**src/rtl/psu_pkg.sv**
```systemverilog
// Shared types, codes and controller/datapath interface of the particle swarm update block.
`timescale 1ns / 1ps

package psu_pkg;

  typedef logic signed [31:0] q16_t;

  // opcodes
  localparam logic OP_LOAD   = 1'b0;
  localparam logic OP_UPDATE = 1'b1;

  // configuration register indexes
  localparam logic [1:0] CFG_INERTIA   = 2'd0;
  localparam logic [1:0] CFG_COGNITIVE = 2'd1;
  localparam logic [1:0] CFG_SOCIAL    = 2'd2;

  // fixed-point constants (Q16.16)
  localparam logic signed [32:0] FIT_X_CENTER = 33'sd131072;
  localparam logic signed [32:0] FIT_Y_CENTER = 33'sd393216;

  typedef struct packed {
    logic        opcode;
    logic [4:0]  particle;
    q16_t        load_x;
    q16_t        load_y;
    logic [16:0] rand_cognitive;
    logic [16:0] rand_social;
  } in_req_t;

  typedef struct packed {
    logic [4:0]  particle_out;
    q16_t        pos_x;
    q16_t        pos_y;
    logic [19:0] fitness;
    logic        personal_improved;
    logic        global_improved;
    q16_t        global_best_x;
    q16_t        global_best_y;
    logic [19:0] global_best_fitness;
  } out_res_t;

  // one particle's stored state
  typedef struct packed {
    q16_t        pos_x;
    q16_t        pos_y;
    q16_t        vel_x;
    q16_t        vel_y;
    q16_t        pb_x;
    q16_t        pb_y;
    logic [19:0] pbf;
  } ent_t;

  // multiplier operand selection
  typedef enum logic [2:0] {
    MOP_NONE = 3'd0,
    MOP_RC1  = 3'd1,
    MOP_RC2  = 3'd2,
    MOP_WV   = 3'd3,
    MOP_COG  = 3'd4,
    MOP_SOC  = 3'd5,
    MOP_SQX  = 3'd6,
    MOP_SQY  = 3'd7
  } mop_t;

  typedef struct packed {
    logic accept;
    logic ld_pos;
    mop_t mop;
    logic coord;
    logic lat_rc1;
    logic lat_rc2;
    logic acc_first;
    logic acc_add;
    logic v_fin;
    logic x_fin;
    logic g_x;
    logic g_y;
    logic fit;
    logic commit;
  } cmd_t;

  typedef struct packed {
    logic ok;
    logic is_load;
  } sts_t;

endpackage

```
**src/rtl/psu_ctrl.sv**
```systemverilog
// Sequencer for the particle swarm update: steps the shared multiplier and the result slot.
`timescale 1ns / 1ps

module psu_ctrl
  import psu_pkg::*;
(
  input  logic clk,
  input  logic rst_n,
  input  logic in_valid,
  output logic in_stall,
  output logic out_valid,
  input  logic out_stall,
  input  sts_t sts,
  output cmd_t cmd
);

  typedef enum logic [13:0] {
    ST_IDLE = 14'b00000000000001,
    ST_RD   = 14'b00000000000010,
    ST_RC1  = 14'b00000000000100,
    ST_RC2  = 14'b00000000001000,
    ST_WV   = 14'b00000000010000,
    ST_COG  = 14'b00000000100000,
    ST_SOC  = 14'b00000001000000,
    ST_VFIN = 14'b00000010000000,
    ST_XFIN = 14'b00000100000000,
    ST_SQX  = 14'b00001000000000,
    ST_SQY  = 14'b00010000000000,
    ST_GY   = 14'b00100000000000,
    ST_FIT  = 14'b01000000000000,
    ST_BEST = 14'b10000000000000
  } state_t;

  state_t state_r, state_nxt;
  logic   coord_r, coord_nxt;
  logic   out_valid_r, out_valid_nxt;
  logic   slot_free;

  assign slot_free = !out_valid_r || !out_stall;
  assign in_stall  = (state_r != ST_IDLE);
  assign out_valid = out_valid_r;

  // next state and commands
  always_comb begin
    state_nxt = state_r;
    coord_nxt = coord_r;
    cmd       = '0;
    cmd.mop   = MOP_NONE;
    cmd.coord = coord_r;
    unique case (state_r)
      ST_IDLE: begin
        cmd.accept = in_valid;
        if (in_valid) state_nxt = ST_RD;
      end
      ST_RD: begin
        coord_nxt = 1'b0;
        if (!sts.ok) begin
          state_nxt = ST_BEST;
        end else if (sts.is_load) begin
          cmd.ld_pos = 1'b1;
          state_nxt  = ST_SQX;
        end else begin
          // working position comes from the stored particle
          cmd.ld_pos = 1'b1;
          state_nxt  = ST_RC1;
        end
      end
      ST_RC1: begin
        cmd.mop   = MOP_RC1;
        state_nxt = ST_RC2;
      end
      ST_RC2: begin
        cmd.mop     = MOP_RC2;
        cmd.lat_rc1 = 1'b1;
        state_nxt   = ST_WV;
      end
      ST_WV: begin
        cmd.mop     = MOP_WV;
        cmd.lat_rc2 = !coord_r;
        state_nxt   = ST_COG;
      end
      ST_COG: begin
        cmd.mop       = MOP_COG;
        cmd.acc_first = 1'b1;
        state_nxt     = ST_SOC;
      end
      ST_SOC: begin
        cmd.mop     = MOP_SOC;
        cmd.acc_add = 1'b1;
        state_nxt   = ST_VFIN;
      end
      ST_VFIN: begin
        cmd.v_fin = 1'b1;
        state_nxt = ST_XFIN;
      end
      ST_XFIN: begin
        cmd.x_fin = 1'b1;
        if (!coord_r) begin
          coord_nxt = 1'b1;
          state_nxt = ST_WV;
        end else begin
          state_nxt = ST_SQX;
        end
      end
      ST_SQX: begin
        cmd.mop   = MOP_SQX;
        state_nxt = ST_SQY;
      end
      ST_SQY: begin
        cmd.mop   = MOP_SQY;
        cmd.g_x   = 1'b1;
        state_nxt = ST_GY;
      end
      ST_GY: begin
        cmd.g_y   = 1'b1;
        state_nxt = ST_FIT;
      end
      ST_FIT: begin
        cmd.fit   = 1'b1;
        state_nxt = ST_BEST;
      end
      ST_BEST: begin
        // wait for the result slot to free up
        cmd.commit = slot_free;
        if (slot_free) state_nxt = ST_IDLE;
      end
      default: state_nxt = ST_IDLE;
    endcase
  end

  // result slot valid
  always_comb begin
    out_valid_nxt = out_valid_r;
    if (cmd.commit) out_valid_nxt = 1'b1;
    else if (!out_stall) out_valid_nxt = 1'b0;
  end

  always_ff @(posedge clk) begin
    if (!rst_n) begin
      state_r     <= ST_IDLE;
      coord_r     <= 1'b0;
      out_valid_r <= 1'b0;
    end else begin
      state_r     <= state_nxt;
      coord_r     <= coord_nxt;
      out_valid_r <= out_valid_nxt;
    end
  end

endmodule

```
**config.mk**
```make
export PLATFORM = sky130hd
export DESIGN_NAME = psu_ctrl
export DESIGN_NICKNAME = d
export VERILOG_FILES = /design/src/rtl/psu_pkg.sv /design/src/rtl/psu_ctrl.sv
export SDC_FILE = /design/constraint.sdc
export NUM_CORES = 1
export LEC_CHECK = 0
export ABC_AREA = 1
export CAP_MARGIN = 25
export CORE_UTILIZATION = 25
export DETAILED_ROUTE_END_ITERATION = 12
export DONT_BUFFER_PORTS = 1
export PLACE_DENSITY = 0.41
export SLEW_MARGIN = 20
export SYNTH_ARGS = -nofsm -noshare
export SYNTH_HDL_FRONTEND = slang
export SYNTH_SLANG_ARGS = --single-unit
```
**constraint.sdc**
```tcl
create_clock -name clk -period 1.5 [get_ports clk]
set_input_delay 0.15 -clock clk [delete_from_list [all_inputs] [get_ports clk]]
set_output_delay 0.15 -clock clk [all_outputs]
set_load 0.01 [all_outputs]
```
==> results of run 1 <==
[logic make-up after synthesis]
logic type             count (synthesis)  share of synthesized area
AOI/OAI and AO/OA                      8                     0.0406
and+or+nand+nor                       96                      0.516
DFF                                   16                      0.297
buffers and inverters                 36                      0.146
[area by class of cell]
class,instances,area (µm²),area share
clock buffer,4,55.1,0.0357
inverter,31,119,0.0772
multi-input combinational,104,733,0.476
sequential,16,337,0.219
tap,50,62.6,0.0406
timing repair buffer,26,234,0.152
[registers in the layout (all words and copies together), names as in the netlist]
register   cells
state_r       14
coord_r        1
out_valid      1
[per-stage QoR]
stage / setup slack (ns) / util / TNS, ns
after floorplan: 0.204 / - / 0
after global placement: 0.0520 / 0.298 / 0
after detailed placement: 0.0624 / 0.298 / 0
after CTS: -0.0532 / 0.360 / -0.175
after global routing: -0.118 / 0.380 / -1.56
final: -0.0528 / 0.380 / -0.172
[repair_timing]
item | 4_1_cts | 5_1_grt
hold endpoints to repair | 1 | 0
buffers inserted | 8 | 2
endpoints found under the setup margin | 14 | 26
cloned | 0 | 0
hold buffers | 1 | 0
resized for setup | 32 | 23
pin swaps | 13 | 7
[where the power goes]
| group | leakage [nW] | internal (mW) | switching [mW] | total (mW) |
|---|---|---|---|---|
| Clock | 0.0288 | 0.233 | 0.160 | 0.393 |
| Sequential | 0.135 | 0.475 | 0.0498 | 0.525 |
| Combinational | 0.617 | 0.490 | 0.661 | 1.15 |
[layout by cell type (no fill, tap or decap), drive strengths merged]
cell / instances
dfxtp: 16
nor2: 35
nand4: 4
o21ai: 5
a21oi: 3
nand2: 29
nor3: 5
buf: 25
and2: 1
dlygate4sd3: 1
nand3b: 1
nand3: 18
nor4: 3
inv: 31
clkbuf: 4
[per-layer routing]
metal,vias up,GRT usage,wire length [µm]
met2,28,0.246,1500
met1,498,0.187,1310
met4,0,0.0665,72
met5,-,0,0
met3,10,0.0270,165
li1,536,-,-
[critical path: cells and delay by family, from the launching register on]
family | cells | cell delay [ns]
AO/OA/AOI/OAI | 1 | 0.14
buffers and inverters | 1 | 0.10
flip-flops | 1 | 0.36
AND/OR/NAND/NOR | 4 | 0.55
[worst min path at each step]
stage / to / slack, ns
after floorplan: state_r[2]$_SDFFE_PN0P_ / 0.23
after global placement: state_r[2]$_SDFFE_PN0P_ / 0.25
after detailed placement: state_r[2]$_SDFFE_PN0P_ / 0.24
after CTS: state_r[7]$_SDFFE_PN0P_ / 0.02
after global routing: state_r[12]$_SDFFE_PN0P_ / 0.03
final: state_r[5]$_SDFFE_PN0P_ / 0.02
==> flow_summary_export.csv, run 1 <==
group,metric,value,unit
run_status,status,"complete, but fails checks",
run_status,violations,"negative setup slack",
timing,clock_skew,0.00652,ns
route,viasPerCell,4.64,
logic_synthesis,synth_edf_count,0,
clocking,cts_tree,"yes",
placed_design,hpwl,2250,µm
route,wl_per_cell,13.2,µm
clocking,cts_root_buf,"clkbuf_8",
global_route,grt_max_degree,12,
job,cap_violations,0,
cells_and_area,nFillCells,423,
placed_design,post_dp_cell_area,1210,µm²
global_route,overflow,0,
timing,worst_pin_slew,0.265,ns
timing,setup_slack,-0.0528,ns
hold_path,worstHoldStart,"rst_n",
route,drt_iter0_markers,31,
hold_path,hp-class,"primary input to flip-flop",
logic_synthesis,synth-async-reset-ratio,0,
logic_synthesis,ys_types,27,
worst_setup_path,reg2reg_slack,0.04,ns
logic_synthesis,synth_warnings,0,
timing,fin_crit,1.55,ns
global_route,grt_pass1_vias,1069,
logic_synthesis,synth.largest_area_cell,"dfxtp_1",
cells_and_area,stdcell_count,231,
floorplanning,core,4060,µm²
worst_setup_path,cp.required,1.35,ns
power_and_ir_drop,fin_total_pwr,2.07,mW
hold_path,min_path_cells,2,
worst_setup_path,r2r_start,"state_r[3]$_SDFFE_PN0P_",
power_and_ir_drop,powerDensity,1340,nW/µm²
worst_setup_path,max_stage_delay,0.36,ns
route,drt_first_pass_iters,4,
power_and_ir_drop,vdd_drop_max,402,µV
route,drc_errors,0,
logic_synthesis,synth_top_area_frac,0.297,
global_route,grt_pass1_wl,4990,µm
timing,min_period_over_period,1.04,
cells_and_area,drive_gt1_frac,0.470,
logic_synthesis,syn_area,1080,µm²
worst_setup_path,crit_start,"state_r[10]$_SDFFE_PN0P_",
placed_design,numPortBuffers,0,
worst_setup_path,setup.worst_path.start_class,"flip-flop",
worst_setup_path,crit_arrival,1.40,ns
timing,setup_viol,5,
logic_synthesis,yosysSeqAreaShare,0.297,
timing,grt_setup_unrepaired,"yes",
cells_and_area,stdcell_area,1540,µm²
clocking,clk_pin_slew,0.07,ns
worst_setup_path,endpoint_kind,"output pin",
clocking,clock_sinks,16,
worst_setup_path,critPathKind,"flip-flop to output pin",
worst_setup_path,endpoint,"cmd[13]",
timing,holdWs,0.0220,ns
worst_setup_path,cp_slowest_cell,"dfxtp_4",
cells_and_area,final_nets,188,
timing,fmax,644,MHz
logic_synthesis,ys_ff_latch,16,
global_route,grt.total_usage,0.149,
floorplanning,start_util,0.265,
route,antenna_left,0,
timing,drv_slew,0,
clocking,clock_path_buffers,2,
placed_design,place_congestion,0.828,
clocking,worstSkewPairLatency,0.25,ns
logic_synthesis,synth_commonest_cells,"29 x inv_1, 26 x nor2_1, 21 x nand2_1",
floorplanning,die_w,67.6,µm
route,via_count,1072,
cells_and_area,area_growth,43.0,%
floorplanning,die_h,67.6,µm
worst_setup_path,worstReg2RegEnd,"state_r[9]$_SDFFE_PN0P_",
floorplanning,num_io_pins,24,
logic_synthesis,syn-num-nets,162,
worst_setup_path,worst-r2r-cell-count,9,
logic_synthesis,ys_top_cells_by_area,"dfxtp_1 30%, inv_1 10%, nor2_1 9.1%, nand3_1 8.4%, nand2_1 7.3%",
timing,hold_viol,0,
placed_design,dp_cells,216,
floorplanning,rows,23,
global_route,grt_antenna_before_repair,0,
worst_setup_path,crit_chain,"nor2_4 -> nand2_1 -> nor2_1 -> o21ai_1 -> nand2_2 -> buf_6",
floorplanning,die_area,4580,µm²
power_and_ir_drop,leakagePower,0.780,nW
clocking,cts_made_buffers,3,
logic_synthesis,synthMostInstantiatedCell,"inv_1",
route,routed_wl,3040,µm
timing,maxSlewHeadroom,0.822,
clocking,htreeDepth,1,
logic_synthesis,synthCells,156,
logic_synthesis,syn_avg_cell_area,6.91,µm²
cells_and_area,antenna_cells,0,
worst_setup_path,crit_fanout,4,
logic_synthesis,synth_ff_type,"dfxtp_1",
Power figures use the tool's default switching activity.
==> run 2: changes to the inputs <==
--- a/config.mk
+++ b/config.mk
@@ -10,6 +10,7 @@
 export CORE_UTILIZATION = 25
 export DETAILED_ROUTE_END_ITERATION = 12
 export DONT_BUFFER_PORTS = 1
+export GPL_TIMING_DRIVEN = 0
 export PLACE_DENSITY = 0.41
 export SLEW_MARGIN = 20
 export SYNTH_ARGS = -nofsm -noshare
==> run 2 against run 1 <==
The flow still finishes with violations (negative setup slack). Final area rose by 5.2%. Largest cell class unchanged. Utilization rose by 2.0 points. Combinational power rose by 11%. Routed wire length rose by 0.26%.
==> flow_summary_export.csv, run 2 (synthesis gave the netlist of run 1 again) <==
group,metric,value,unit
worst_setup_path,cp.required,1.35,ns
timing,setup_slack,-0.0922,ns
power_and_ir_drop,fin_total_pwr,2.21,mW
worst_setup_path,crit_chain,"nor2_4 -> nand2_4 -> nor2_4 -> buf_6 -> buf_8 -> nand2_2 -> nand4_1",
global_route,overflow,0,
timing,min_period_over_period,1.06,
worst_setup_path,max_stage_delay,0.35,ns
timing,maxSlewHeadroom,0.676,
cells_and_area,top_register,"state_r",
route,viasPerCell,4.54,
route,via_count,1049,
placed_design,place_congestion,0.857,
placed_design,numPortBuffers,0,
clocking,worstSkewPairLatency,0.25,ns
hold_path,hp-class,"primary input to flip-flop",
worst_setup_path,cpMostUsedCell,"nor2_4",
placed_design,preCtsSetupSlack,-0.0770,ns
clocking,clock_path_buffers,2,
route,drt_iter0_markers,30,
timing,clock_skew,0.00244,ns
worst_setup_path,crit_fanout,5,
cells_and_area,drive_gt1_frac,0.525,
clocking,clock_sinks,16,
run_status,violations,"negative setup slack",
cells_and_area,nFillCells,413,
clocking,cts_made_buffers,3,
run_status,status,"complete, but fails checks",
worst_setup_path,endpoint_kind,"output pin",
cells_and_area,final_cell_mix,"23 x inv_1, 16 x nand2_1, 16 x nor2_1",
worst_setup_path,cp_slowest_cell,"dfxtp_4",
floorplanning,num_io_pins,24,
timing,fin_crit,1.59,ns
global_route,grt_antenna_before_repair,0,
cells_and_area,final_nets,188,
clocking,cts_tree,"yes",
worst_setup_path,path_buf_inv,2,
cells_and_area,antenna_cells,0,
power_and_ir_drop,vdd_drop_max,378,µV
global_route,grt_max_degree,11,
power_and_ir_drop,leakagePower,0.809,nW
clocking,htreeDepth,1,
cells_and_area,area_growth,50.4,%
clocking,clk_pin_slew,0.07,ns
floorplanning,die_w,67.6,µm
power_and_ir_drop,powerDensity,1360,nW/µm²
global_route,grt_pass1_wl,4920,µm
floorplanning,rows,23,
timing,hold_viol,0,
timing,grt_setup_unrepaired,"yes",
placed_design,hpwl,2140,µm
route,wl_per_cell,13.2,µm
global_route,grt_pass1_vias,1080,
clocking,cts_root_buf,"clkbuf_8",
worst_setup_path,crit_arrival,1.44,ns
job,cap_violations,0,
floorplanning,die_area,4580,µm²
route,antenna_left,0,
global_route,grt.total_usage,0.147,
floorplanning,core,4060,µm²
timing,drv_slew,0,
worst_setup_path,critPathKind,"flip-flop to output pin",
route,routed_wl,3050,µm
timing,worst_pin_slew,0.486,ns
worst_setup_path,setup.worst_path.start_class,"flip-flop",
worst_setup_path,crit_family,"simple AND/OR/NAND/NOR gates",
timing,fmax,628,MHz
cells_and_area,largest_reg_flops,14,
cells_and_area,final_common_cell,"inv_1",
route,drc_errors,0,
floorplanning,die_h,67.6,µm
timing,setup_viol,7,
route,drt_first_pass_iters,4,
floorplanning,start_util,0.265,
==> run 2: cell count changes in the layout (fill, tap and decap cells not counted), sizes merged <==
| cell | delta |
|---|---|
| buf | -1 |
| clkbuf | +1 |
==> run 2: final timing paths <==
check	from	end	slack, ns	cells past startpoint
min	sts[0]	state_r[9]$_SDFFE_PN0P_	0.03	2
max	state_r[10]$_SDFFE_PN0P_	cmd[11]	-0.09	7
max reg2reg	state_r[10]$_SDFFE_PN0P_	state_r[0]$_SDFFE_PN1P_	0.02	10
min reg2reg	out_valid$_SDFFE_PN0P_	out_valid$_SDFFE_PN0P_	0.54	2
==> run 2: timing repair <==
item	in CTS	in global routing
hold buffers	1	0
pin swaps	9	17
setup buffers	15	5
setup endpoints to repair	19	27
gates cloned	1	0
gates resized for setup	47	26
hold endpoints to repair	1	0
==> run 2: area by class of cell <==
cell class                      instances  area [µm²]  share of cell area
Inverter                               31         121              0.0749
Multi-Input combinational cell        104         783               0.483
Sequential cell                        16         340               0.210
Buffer                                  5        41.3              0.0255
Timing Repair Buffer                   21         216               0.134
Clock buffer                            4        55.1              0.0340
Tap cell                               50        62.6              0.0386
==> run 2: power breakdown <==
part	switching, mW	leakage [nW]	internal (mW)
logic	0.726	0.644	0.551
registers	0.0549	0.136	0.477
clock network	0.164	0.0288	0.233
==> run 2: layer usage <==
metal	track usage	vias to the layer above	wire length (µm)
met5	0	-	0
met4	0.0532	0	19
met3	0.0405	2	137
met2	0.250	16	1590
met1	0.173	497	1300
li1	-	534	-
==> run 2: metrics by stage <==
| stage | cell area [µm²] | utilization | instances | hold slack [ns] | setup TNS, ns |
|---|---|---|---|---|---|
| floorplan | 1080 | - | 156 | 0.228 | 0 |
| global placement | 1140 | 0.281 | 206 | 0.238 | -0.142 |
| detailed placement | 1140 | 0.281 | 206 | 0.239 | -0.107 |
| CTS | 1530 | 0.377 | 227 | 0.0309 | -0.319 |
| global route | 1620 | 0.399 | 231 | 0.0287 | -1.07 |
| finish | 1620 | 0.399 | 231 | 0.0313 | -0.237 |
==> run 3: changes to the inputs <==
--- a/config.mk
+++ b/config.mk
@@ -6,12 +6,13 @@
 export NUM_CORES = 1
 export LEC_CHECK = 0
 export ABC_AREA = 1
+export BUFFER_PORTS_ARGS = -buffer_cell sky130_fd_sc_hd__buf_2
 export CAP_MARGIN = 25
 export CORE_UTILIZATION = 25
+export CTS_CLUSTER_DIAMETER = 50
 export DETAILED_ROUTE_END_ITERATION = 12
-export DONT_BUFFER_PORTS = 1
 export GPL_TIMING_DRIVEN = 0
-export PLACE_DENSITY = 0.41
+export PLACE_DENSITY = 0.46
 export SLEW_MARGIN = 20
 export SYNTH_ARGS = -nofsm -noshare
 export SYNTH_HDL_FRONTEND = slang
==> run 3 against run 2 <==
The run still ends with negative setup slack left. Cell count increased by 17%. Register-to-register slack worse by 0.03 ns. Non-clock buffer count rose by 37. Flip-flop and latch count stayed put. Global-route usage increased by 1.0 points. Die area stayed put. First-iteration DRC count up 63%. Critical path depth up 1. Routed wire length rose by 9.6%. Count of clock-buffer cells in the layout stayed put. Power is 9.4% higher. Final area up 15%.
==> flow_summary_export.csv, run 3 (synthesis gave the netlist of run 1 again) <==
group,metric,value,unit
timing,drv_slew,0,
route,viasPerCell,4.51,
cells_and_area,antenna_cells,0,
power_and_ir_drop,pwr-share-comb,0.619,
power_and_ir_drop,vdd_drop_max,513,µV
timing,setup_viol,15,
power_and_ir_drop,pwr-share-clk,0.164,
power_and_ir_drop,internal_power,1.40,mW
floorplanning,core,4060,µm²
global_route,grt_pass1_vias,1201,
global_route,grt_pass1_wl,5280,µm
hold_path,hp-class,"primary input to flip-flop",
power_and_ir_drop,leakagePower,0.970,nW
route,drc_errors,0,
placed_design,numPortBuffers,23,
power_and_ir_drop,seqPwrFrac,0.216,
power_and_ir_drop,p_sw,1.02,mW
timing,min_period_over_period,1.11,
cells_and_area,stdcell_area,1870,µm²
floorplanning,die_h,67.6,µm
run_status,status,"complete, but fails checks",
route,drt_iter0_markers,49,
cells_and_area,nFillCells,403,
floorplanning,rows,23,
route,wl_per_cell,12.4,µm
global_route,grt.total_usage,0.157,
power_and_ir_drop,power.share.switching,0.422,
cells_and_area,drive_gt1_frac,0.609,
power_and_ir_drop,powerDensity,1290,nW/µm²
cells_and_area,final_nets,227,
placed_design,hpwl,2170,µm
global_route,grt_max_degree,11,
global_route,grt_antenna_before_repair,0,
power_and_ir_drop,fin_total_pwr,2.41,mW
timing,hold_viol,0,
timing,grt_setup_unrepaired,"yes",
route,via_count,1219,
clocking,cts_made_buffers,3,
cells_and_area,largest_reg_flops,14,
worst_setup_path,crit_fanout,5,
clocking,cts_root_buf,"clkbuf_8",
worst_setup_path,setup.worst_path.start_class,"flip-flop",
worst_setup_path,crit_arrival,1.51,ns
cells_and_area,final_common_cell,"buf_4",
timing,worst_pin_slew,0.661,ns
timing,clock_skew,0.00480,ns
placed_design,post_dp_cell_area,1250,µm²
floorplanning,start_util,0.265,
clocking,htreeDepth,1,
worst_setup_path,cp.required,1.35,ns
route,antenna_left,0,
route,routed_wl,3350,µm
clocking,clock_path_buffers,2,
cells_and_area,register_area,343,µm²
cells_and_area,top_register,"state_r",
clocking,ctsHoldBuffers,0,
clocking,clock_sinks,16,
timing,holdWs,0.0644,ns
cells_and_area,final_cell_mix,"33 x buf_4, 22 x inv_1, 15 x nor2_1, 15 x buf_2",
timing,setup_slack,-0.160,ns
worst_setup_path,reg2reg_slack,-0.01,ns
cells_and_area,final_util,0.461,
run_status,violations,"negative setup slack",
placed_design,dp_cells,229,
floorplanning,num_io_pins,24,
global_route,overflow,0,
floorplanning,die_area,4580,µm²
timing,fmax,602,MHz
timing,maxSlewHeadroom,0.559,
cells_and_area,multiInputGateArea,792,µm²
cells_and_area,area_growth,73.6,%
clocking,worstSkewPairLatency,0.25,ns
timing,fin_crit,1.66,ns
worst_setup_path,critPathKind,"flip-flop to output pin",
cells_and_area,stdcell_count,270,
worst_setup_path,endpoint_kind,"output pin",
clocking,clk_pin_slew,0.07,ns
job,cap_violations,0,
placed_design,place_congestion,0.842,
route,drt_first_pass_iters,4,
floorplanning,die_w,67.6,µm
clocking,cts_tree,"yes",
==> run 3: cell types whose count changed in the layout (fill, tap and decap cells not counted), moves of 2 or more <==
cell     delta
buf_4      +18
nand2_2     +2
nand2_1     -3
dfxtp_2    -10
dfxtp_4     +4
nand2_4     +2
buf_6       +8
dfxtp_1     +6
buf_12      -3
inv_2       +2
nor3_2      -2
nor2_2      +2
buf_2      +15
==> run 3: what timing repair did <==
action	4_1_cts	5_1_grt
setup buffers	23	14
gates resized for setup	34	52
pin swaps	10	11
setup endpoints to repair	27	28
cloned	2	1
==> run 3: layer usage <==
| metal | vias up | track usage | routed length [µm] |
|---|---|---|---|
| met4 | 0 | 0.0372 | 22 |
| met1 | 577 | 0.183 | 1480 |
| met2 | 26 | 0.278 | 1700 |
| met5 | - | 0 | 0 |
| li1 | 612 | - | - |
| met3 | 4 | 0.0439 | 142 |
==> run 3: cell type report <==
type | instances | area share
buffer | 4 | 0.0181
clock buffer | 4 | 0.0294
inverter | 31 | 0.0662
multi-input combinational | 105 | 0.423
sequential | 16 | 0.183
tap | 50 | 0.0334
timing repair buffer | 59 | 0.243
timing repair inverter | 1 | 0.00334
==> run 3: through the flow <==
stage | TNS [ns] | setup WS [ns]
2_1_floorplan | 0 | 0.204
3_3_place_gp | -0.0477 | -0.0379
3_5_place_dp | -0.0798 | -0.0533
4_1_cts | -1.19 | -0.128
5_1_grt | -2.72 | -0.227
6_report | -1.13 | -0.160
==> run 3: power groups by stage <==
stage                     sequential, mW  clock [mW]  combinational (mW)
after global routing               0.530       0.432                1.62
after global placement             0.510           0               0.787
after CTS                          0.519       0.413                1.23
after floorplan                    0.506           0               0.617
after detailed placement           0.511           0               0.788
final                              0.523       0.396                1.50
==> run 3: worst paths after layout <==
check	start	cells past startpoint	to
setup / recovery	state_r[9]$_SDFFE_PN0P_	8	cmd[12]
hold / removal	sts[0]	2	state_r[2]$_SDFFE_PN0P_
setup reg to reg	state_r[4]$_SDFFE_PN0P_	11	state_r[0]$_SDFFE_PN1P_
hold reg to reg	out_valid$_SDFFE_PN0P_	2	out_valid$_SDFFE_PN0P_
==> run 3: worst max-delay path, stage by stage, from the launching register on <==
cell	delay (ns)
dfxtp_4	0.37
nor2_4	0.12
nand2_4	0.07
nor2_4	0.10
buf_6	0.11
buf_8	0.12
nand3b_4	0.10
nand3_1	0.11
buf_2	0.14
